`src/rtl/core/checked_signed_alu_defines.svh`:
```
// Shared assertion macros for the checked ALU.
`ifndef CHECKED_SIGNED_ALU_DEFINES_SVH
`define CHECKED_SIGNED_ALU_DEFINES_SVH

// Check that the consequent holds in the same cycle.
`define CSA_ASSERT_SAME(lbl, ante, cons, msg) \
    lbl: assert property (@(posedge clk) disable iff (!rst_n) (ante) |-> (cons)) \
        else $error(msg);

// Check that the consequent holds in the cycle after the antecedent.
`define CSA_ASSERT_NEXT(lbl, ante, cons, msg) \
    lbl: assert property (@(posedge clk) disable iff (!rst_n) (ante) |=> (cons)) \
        else $error(msg);

`endif

```
`src/rtl/core/chk_alu_pkg.sv`:
```
package chk_alu_pkg;

    localparam int unsigned DataW  = 64;
    localparam int unsigned NCells = DataW;

    localparam logic [2:0] FUNC_ADD = 3'd0;
    localparam logic [2:0] FUNC_SUB = 3'd1;
    localparam logic [2:0] FUNC_MUL = 3'd2;
    localparam logic [2:0] FUNC_DIV = 3'd3;
    localparam logic [2:0] FUNC_REM = 3'd4;

    localparam logic [1:0] ST_OK       = 2'd0;
    localparam logic [1:0] ST_OVERFLOW = 2'd1;
    localparam logic [1:0] ST_INVALID  = 2'd2;

    localparam logic [1:0] KIND_PASS = 2'd0;
    localparam logic [1:0] KIND_MUL  = 2'd1;
    localparam logic [1:0] KIND_DIV  = 2'd2;
    localparam logic [1:0] KIND_REM  = 2'd3;

    // One operation in flight through the cell row.
    typedef struct packed {
        logic                 valid;
        logic [1:0]           kind;
        logic                 neg;
        logic [1:0]           status;
        logic [DataW-1:0]     x;    // divisor or multiplicand magnitude
        logic [DataW-1:0]     y;    // multiplier magnitude, MSB first
        logic [2*DataW-1:0]   w;    // {remainder, dividend/quotient} or product
    } stage_t;

endpackage

```
`src/rtl/core/chk_alu_front.sv`:
```
module chk_alu_front (
    input  logic                          clk,
    input  logic                          rst_n,
    input  logic                          en,
    input  logic                          in_valid,
    input  logic [2:0]                    func,
    input  logic [chk_alu_pkg::DataW-1:0] operand_a,
    input  logic [chk_alu_pkg::DataW-1:0] operand_b,
    output chk_alu_pkg::stage_t           stage_out
);

    localparam int unsigned W = chk_alu_pkg::DataW;

    chk_alu_pkg::stage_t stage_reg;
    chk_alu_pkg::stage_t stage_next;

    logic         na;
    logic         nb;
    logic [W-1:0] ma;
    logic [W-1:0] mb;
    logic [W-1:0] sum;
    logic [W-1:0] dif;
    logic [W-1:0] min_val;

    always_comb
    begin
        na      = operand_a[W-1];
        nb      = operand_b[W-1];
        ma      = na ? (W'(0) - operand_a) : operand_a;
        mb      = nb ? (W'(0) - operand_b) : operand_b;
        sum     = operand_a + operand_b;
        dif     = operand_a - operand_b;
        min_val = {1'b1, {(W-1){1'b0}}};

        stage_next        = '0;
        stage_next.valid  = in_valid;
        stage_next.kind   = chk_alu_pkg::KIND_PASS;
        stage_next.status = chk_alu_pkg::ST_OK;
        case (func)
            chk_alu_pkg::FUNC_ADD:
            begin
                if (na == nb && sum[W-1] != na)
                    stage_next.status = chk_alu_pkg::ST_OVERFLOW;
                else
                    stage_next.w = {{W{1'b0}}, sum};
            end
            chk_alu_pkg::FUNC_SUB:
            begin
                if (na != nb && dif[W-1] != na)
                    stage_next.status = chk_alu_pkg::ST_OVERFLOW;
                else
                    stage_next.w = {{W{1'b0}}, dif};
            end
            chk_alu_pkg::FUNC_MUL:
            begin
                stage_next.kind = chk_alu_pkg::KIND_MUL;
                stage_next.neg  = na ^ nb;
                stage_next.x    = ma;
                stage_next.y    = mb;
            end
            chk_alu_pkg::FUNC_DIV, chk_alu_pkg::FUNC_REM:
            begin
                if (operand_b == '0)
                    stage_next.status = chk_alu_pkg::ST_INVALID;
                else if (operand_a == min_val && operand_b == {W{1'b1}})
                    stage_next.status = chk_alu_pkg::ST_OVERFLOW;
                else
                begin
                    stage_next.kind = (func == chk_alu_pkg::FUNC_DIV) ?
                                      chk_alu_pkg::KIND_DIV : chk_alu_pkg::KIND_REM;
                    stage_next.neg  = (func == chk_alu_pkg::FUNC_DIV) ? (na ^ nb) : na;
                    stage_next.x    = mb;
                    stage_next.w    = {{W{1'b0}}, ma};
                end
            end
            default:
            begin
                stage_next.status = chk_alu_pkg::ST_INVALID;
            end
        endcase
    end

    always_ff @(posedge clk or negedge rst_n)
    begin
        if (!rst_n)
            stage_reg <= '0;
        else if (en)
            stage_reg <= stage_next;
    end

    assign stage_out = stage_reg;

endmodule

```
`config.mk`:
```
export PLATFORM = sky130hd
export DESIGN_NAME = chk_alu_front
export DESIGN_NICKNAME = d
export VERILOG_FILES = /design/src/rtl/core/checked_signed_alu_defines.svh /design/src/rtl/core/chk_alu_pkg.sv /design/src/rtl/core/chk_alu_front.sv
export SDC_FILE = /design/constraint.sdc
export NUM_CORES = 1
export LEC_CHECK = 0
export BUFFER_PORTS_ARGS = -buffer_cell sky130_fd_sc_hd__clkbuf_2
export CORE_ASPECT_RATIO = 1.5
export CORE_MARGIN = 1
export CORE_UTILIZATION = 25
export CTS_CLUSTER_SIZE = 40
export DETAILED_ROUTE_END_ITERATION = 16
export PLACE_DENSITY = 0.51
export SYNTH_ARGS = -nofsm -noshare
export SYNTH_HDL_FRONTEND = slang
export SYNTH_SLANG_ARGS = --single-unit
```
`constraint.sdc`:
```
create_clock -name clk -period 1.2 [get_ports clk]
set_input_delay 0.06 -clock clk [delete_from_list [all_inputs] [get_ports clk]]
set_output_delay 0.06 -clock clk [all_outputs]
set_load 0.01 [all_outputs]
```
# After elaboration in Yosys (flattened, before gate mapping)
# Cells that the tools add are included.
[totals] inputBits=135 n_memories=0 latch_bits=0 reg_bits=262 output_inout_bits=262 mem_bits_rw=0 rom_bits=0
[op_classes] eq_ne=10 n_lt_le_gt_ge=0 div_mod_pow=0 shifts=0 n_bitwise=1 add_sub_neg=4 n_mux=21 n_mul=0 reduce_logical=6
[op_table] operator="64-bit 2-to-1 mux" n=9
[op_table] operator="128-bit case mux with 3 select lines" n=1
[op_table] operator="64-bit equality test, second input constant" n=2
[op_table] operator="64-bit case mux with 2 select lines" n=1
[op_table] operator="1-bit by 64-bit subtractor with 64-bit output, first input constant" n=2
[op_table] operator="64-bit adder" n=1
[op_table] operator="64-bit zero test" n=1
[op_table] operator="64-bit subtractor" n=1
[op_table] operator="2-bit case mux with 4 select lines" n=1
[op_table] operator="3-bit by 2-bit equality test with 1-bit output, second input constant" n=2
[op_table] operator="3-bit 2-to-1 mux" n=2
[op_table] operator="3-bit case mux with 2 select lines" n=1
[op_table] operator="1-bit 2-to-1 mux" n=5
[op_table] operator="3-bit by 1-bit equality test with 1-bit output, second input constant" n=1
[op_table] operator="3-bit equality test, second input constant" n=1
[op_table] operator="1-bit logical AND" n=3
[op_table] operator="3-bit zero test" n=1
[op_table] operator="1-bit != test" n=3
[op_table] operator="2-bit 2-to-1 mux" n=1
[op_table] operator="2-bit OR reduction" n=1
[op_table] operator="1-bit equality test" n=1
[op_table] operator="1-bit XOR" n=1

# Logic depth before layout (Yosys ltp)
[depth] depth_word=5 depth_mapped=16 mapped_depth_nobuf=15

# Least setup slack after synthesis
# Ideal clock, no wire load.
[synth_path] kind="in2reg" from="in operand_b[53] in the netlist's numbering" to="reg stage_reg (netlist bit stage_out[59])" setup_ns=0.126 arrival_time_ns=3.432 path_stages=12 path_buffers=3 path_slack_ns=-2.358 cell_sequence="inv_1 ha_1 clkbuf_1 or3_1 or4b_2 o311ai_0 o311a_1 or3_1 clkbuf_1 buf_1 o22ai_1 a221o_1"
[synth_via] elab_chain_len=5
[synth_lines] item="start, declared" line="chk_alu_front.sv:8" rtl="input logic [chk_alu_pkg::DataW-1:0] operand_b,"
[synth_lines] item="64-bit subtractor, or another cell as far along" line="chk_alu_front.sv:32" rtl="dif = operand_a - operand_b;"
[synth_lines] item="1-bit != test, or another cell as far along" line="chk_alu_front.sv:49" rtl="if (na != nb && dif[W-1] != na)"
[synth_lines] item="1-bit logical AND, or another cell as far along" line="chk_alu_front.sv:49"
[synth_lines] item="64-bit 2-to-1 mux (on tied branches)" line="chk_alu_front.sv:49, chk_alu_front.sv:63, chk_alu_front.sv:42"
[synth_lines] item="128-bit case mux with 3 select lines (*)" line="chk_alu_front.sv:39" rtl="case (func)"
[synth_lines] item="end signal, assigned" line="chk_alu_front.sv:88" rtl="stage_reg <= stage_next;"
[synth_lines] item="end, declared" line="chk_alu_front.sv:14" rtl="chk_alu_pkg::stage_t stage_reg;"
# Mark *: on every way between the ends. The rest lies on a longest branch, timed or not.
# A chain may end at the register's enable or synchronous reset.

# Worst setup path after layout
[layout_path] from="in operand_a[9] in the netlist's numbering" to="reg stage_reg (netlist bit stage_out[236])"
[layout_via] elab_chain_len=5
[layout_lines] item="start, declared" line="chk_alu_front.sv:7" rtl="input logic [chk_alu_pkg::DataW-1:0] operand_a,"
[layout_lines] item="branches (longest 4 deep; another with 1-bit by 64-bit subtractor with 64-bit output)"
[layout_lines] item="64-bit case mux with 2 select lines (*)" line="chk_alu_front.sv:39"
# Mark *: on every way between the ends.

==> key figures <==
Power
  • PwrDens: 812 nW/um^2
  • Power Total: 29.6 mW
  • VDD IR-drop max: 0.00109 V
  • Leak: 16.8 nW

Layout
  • Share of post-route cells with drive strength above 1: 54.6%
  • Area delta synth->final: 86.6%
  • Design area: 36500 sq um
  • Max reg flops: 198
  • Most frequent cells in the layout: buf_4 (1035), clkbuf_2 (309), dfrtp_1 (186), nor2_1 (157), nand2_1 (151)
  • Commonest non-fill, non-tap cell in the layout: buf_4
  • Final net count: 4099

Critical path
  • CP Max Fanout: 4
  • Slowest cell on crit path: or4_4
  • Worst Path Required: 1.63 ns
  • CP cell instances: clkbuf_2, buf_6, or4_4, or4_4, or4_4, or4_4, or4_4, buf_4, o31ai_4, xor2_2, o22a_1, o2bb2ai_1
  • CP most frequent cell: or4_4
  • Worst Setup Start Kind: input pin
  • FF-to-FF path depth: 5
  • Critical R2R Launch: stage_out[56]
  • Slowest stage delay, CP: 0.59 ns
  • Setup CP Type: in -> reg
  • R2R Setup Slk: -0.05 ns
  • RR Endpoint: stage_out[56]
  • CP endpoint kind: flip-flop
  • Crit path arrival time: 3.71 ns

Route
  • Drt initial violations: 1842
  • Pre-antenna DRT Iters: 5
  • Detail Route Antenna Nets: 0
  • DR WL/cell: 26.2 microns
  • Drt drc: 0
  • Vias per cell: 5.38
  • DR vias: 26.2k
  • Total Wirelength: 127 mm

Placement
  • Port bufs: 332
  • Hpwl dp: 103 mm
  • Gp weighted congestion: 1.01
  • Placed Instance Area: 31000 sq um

Floorplan
  • Die H: 345 microns
  • Die Wd: 230 microns
  • Core box area: 77400 sq um
  • Row count: 125
  • Starting Density: 25.3%
  • Total die area: 79400 sq um
  • I/O pin total: 397

Worst hold path
  • Hold crit path type: in -> reg
  • Hold Path Cell Cnt: 4
  • Hold Crit Endpoint: stage_out[147]
  • Hold Startpoint: operand_b[19]

Logic synthesis
  • Syn Std Cell Area: 19600 sq um
  • Ys Warns: 0
  • EDFF count, synth: 0
  • Post-synth cell types: 86
  • #FFs+latches synth: 198
  • Syn avg cell area: 8.05 sq um
  • Syn Inst Count: 2431
  • Sequential-to-total area share from yosys stat: 25.3%
  • Synth async-reset ratio: 100%
  • Dominant synthesized flop cell: dfrtp_1

Clocking
  • Worst-skew pair later-pin latency: 0.54 ns
  • CTS Buf Count: 17
  • Clock Tree Root: clkbuf_16
  • CTS clk-pin slew, worst paths: 0.09 ns
  • Longest Clk Path Bufs: 2
  • Clk sinks: 198
  • H-Tree Depth: 4
  • CTS tree: yes

GRT
  • Pin count of the biggest net entering global routing: 61
  • Gr usage total: 31.4%
  • Congestion Overflow GR: 0
  • Vias in the first global route: 26.9k
  • Initial antenna violation count: 10
  • First-pass GRT wire length: 181 mm

Status
  • Outcome: finished, violations left
  • Failing checks: negative setup slack

Timing
  • Highest clock rate: 304 MHz
  • Setup slack after layout: -2.08 ns
  • Crit share post-route: 274%
  • Final setup violation count: 222
  • Final hold vios: 0
  • Setup Skew: 0 ns
  • Slew HR: 30.6%
  • Worst Tran Pin Value: 1.04 ns
  • Slew Limit Fails: 0
  • Tmin final: 3.28 ns
  • RSZ-0062 raised after global routing: true

Run
  • Max-Cap Viols: 0
-- worst max-delay path: cells and delay by family --
kind	cells	cell delay (ns)
AND/OR/NAND/NOR	5	2.54
buffers and inverters	3	0.44
AO/OA/AOI/OAI	3	0.43
XOR/XNOR	1	0.23
-- per-stage QoR --
stage / std cells / hold WS (ns) / setup TNS [ns] / setup WS (ns) / util [%]
global route: 4862 / 0.0416 / -331.59 / -2.12 / 47.1
floorplan: 2494 / -0.236 / -317.67 / -2.15 / -
CTS: 4827 / 0.00435 / -310.40 / -2.05 / 45.5
finish: 4867 / 0.0245 / -322.20 / -2.08 / 47.1
detailed placement: 4686 / -0.0163 / -437.21 / -3.06 / 40.0
global placement: 4686 / -0.0140 / -433.46 / -3.02 / 40.0
-- Yosys cell counts (31+ instances only) --
master / count / area [sq um]
xor2_1: 59 / 517
nand3_1: 48 / 240
o31ai_1: 64 / 480
o21ai_0: 134 / 671
xnor2_1: 102 / 893
dfrtp_1: 198 / 4950
clkbuf_1: 125 / 469
inv_1: 133 / 499
nand2b_1: 31 / 194
nor3_1: 39 / 195
a21oi_1: 170 / 851
nand4_1: 41 / 257
o221ai_1: 43 / 377
o22a_1: 49 / 429
nand2_1: 167 / 627
buf_4: 65 / 488
o2bb2ai_1: 128 / 1120
ha_1: 129 / 1610
nor2_1: 188 / 706
-- per-layer routing --
layer / share of wire, % / vias to the layer above / track usage [%]
met4: 8.3 / 10 / 23.5
li1: - / 11854 / -
met5: 0.054 / - / 0
met1: 37 / 12857 / 33.8
met2: 49 / 1117 / 55.4
met3: 5.6 / 369 / 5.22
-- worst max path at each step --
stage / start / endpoint / slack (ns) / cells after the start
2_1_floorplan: operand_a[7] / stage_out[46] / -2.15 / 9
3_3_place_gp: operand_b[2] / stage_out[58] / -3.02 / 18
3_5_place_dp: operand_b[2] / stage_out[58] / -3.06 / 18
4_1_cts: operand_a[7] / stage_out[250] / -2.05 / 12
5_1_grt: operand_a[9] / stage_out[236] / -2.12 / 12
6_report: operand_a[9] / stage_out[236] / -2.08 / 12
-- report_power, final --
group | total [mW] | switching [mW] | internal [mW]
combinational | 15.6 | 8.38 | 7.18
sequential | 7.58 | 0.441 | 7.14
clock | 6.50 | 3.58 | 2.92
-- final cells by class --
type                    instances  area [sq um]
fillers                      7676         40900
multi-input cells            1945         17100
repair buffers               1534         12000
flip-flops and latches        198          4970
well taps                    1016          1270
inverters                     137           562
clock buffers                  19           453
clock inverters                13           149
diodes                          5          12.5
-- logic make-up after synthesis --
family | count (synthesis) | synth area share [%]
AO/OA/AOI/OAI | 903 | 33.2
XOR/XNOR | 161 | 7.21
adder cells (fa/ha/maj) | 131 | 8.45
buffers and inverters | 352 | 8.09
flip-flops | 198 | 25.3
multiplexers | 9 | 0.486
other | 1 | 0.0192
AND/OR/NAND/NOR | 676 | 17.2
-- timing repair --
action / CTS / global route
resized for setup: 523 / 226
endpoints found under the setup margin: 214 / 229
hold buffers: 7 / 0
buffers inserted: 111 / 51
gates cloned: 6 / 0
endpoints found under the hold margin: 202 / 0
pin swaps: 215 / 141
Note: power is estimated with default switching activity, not from simulation.
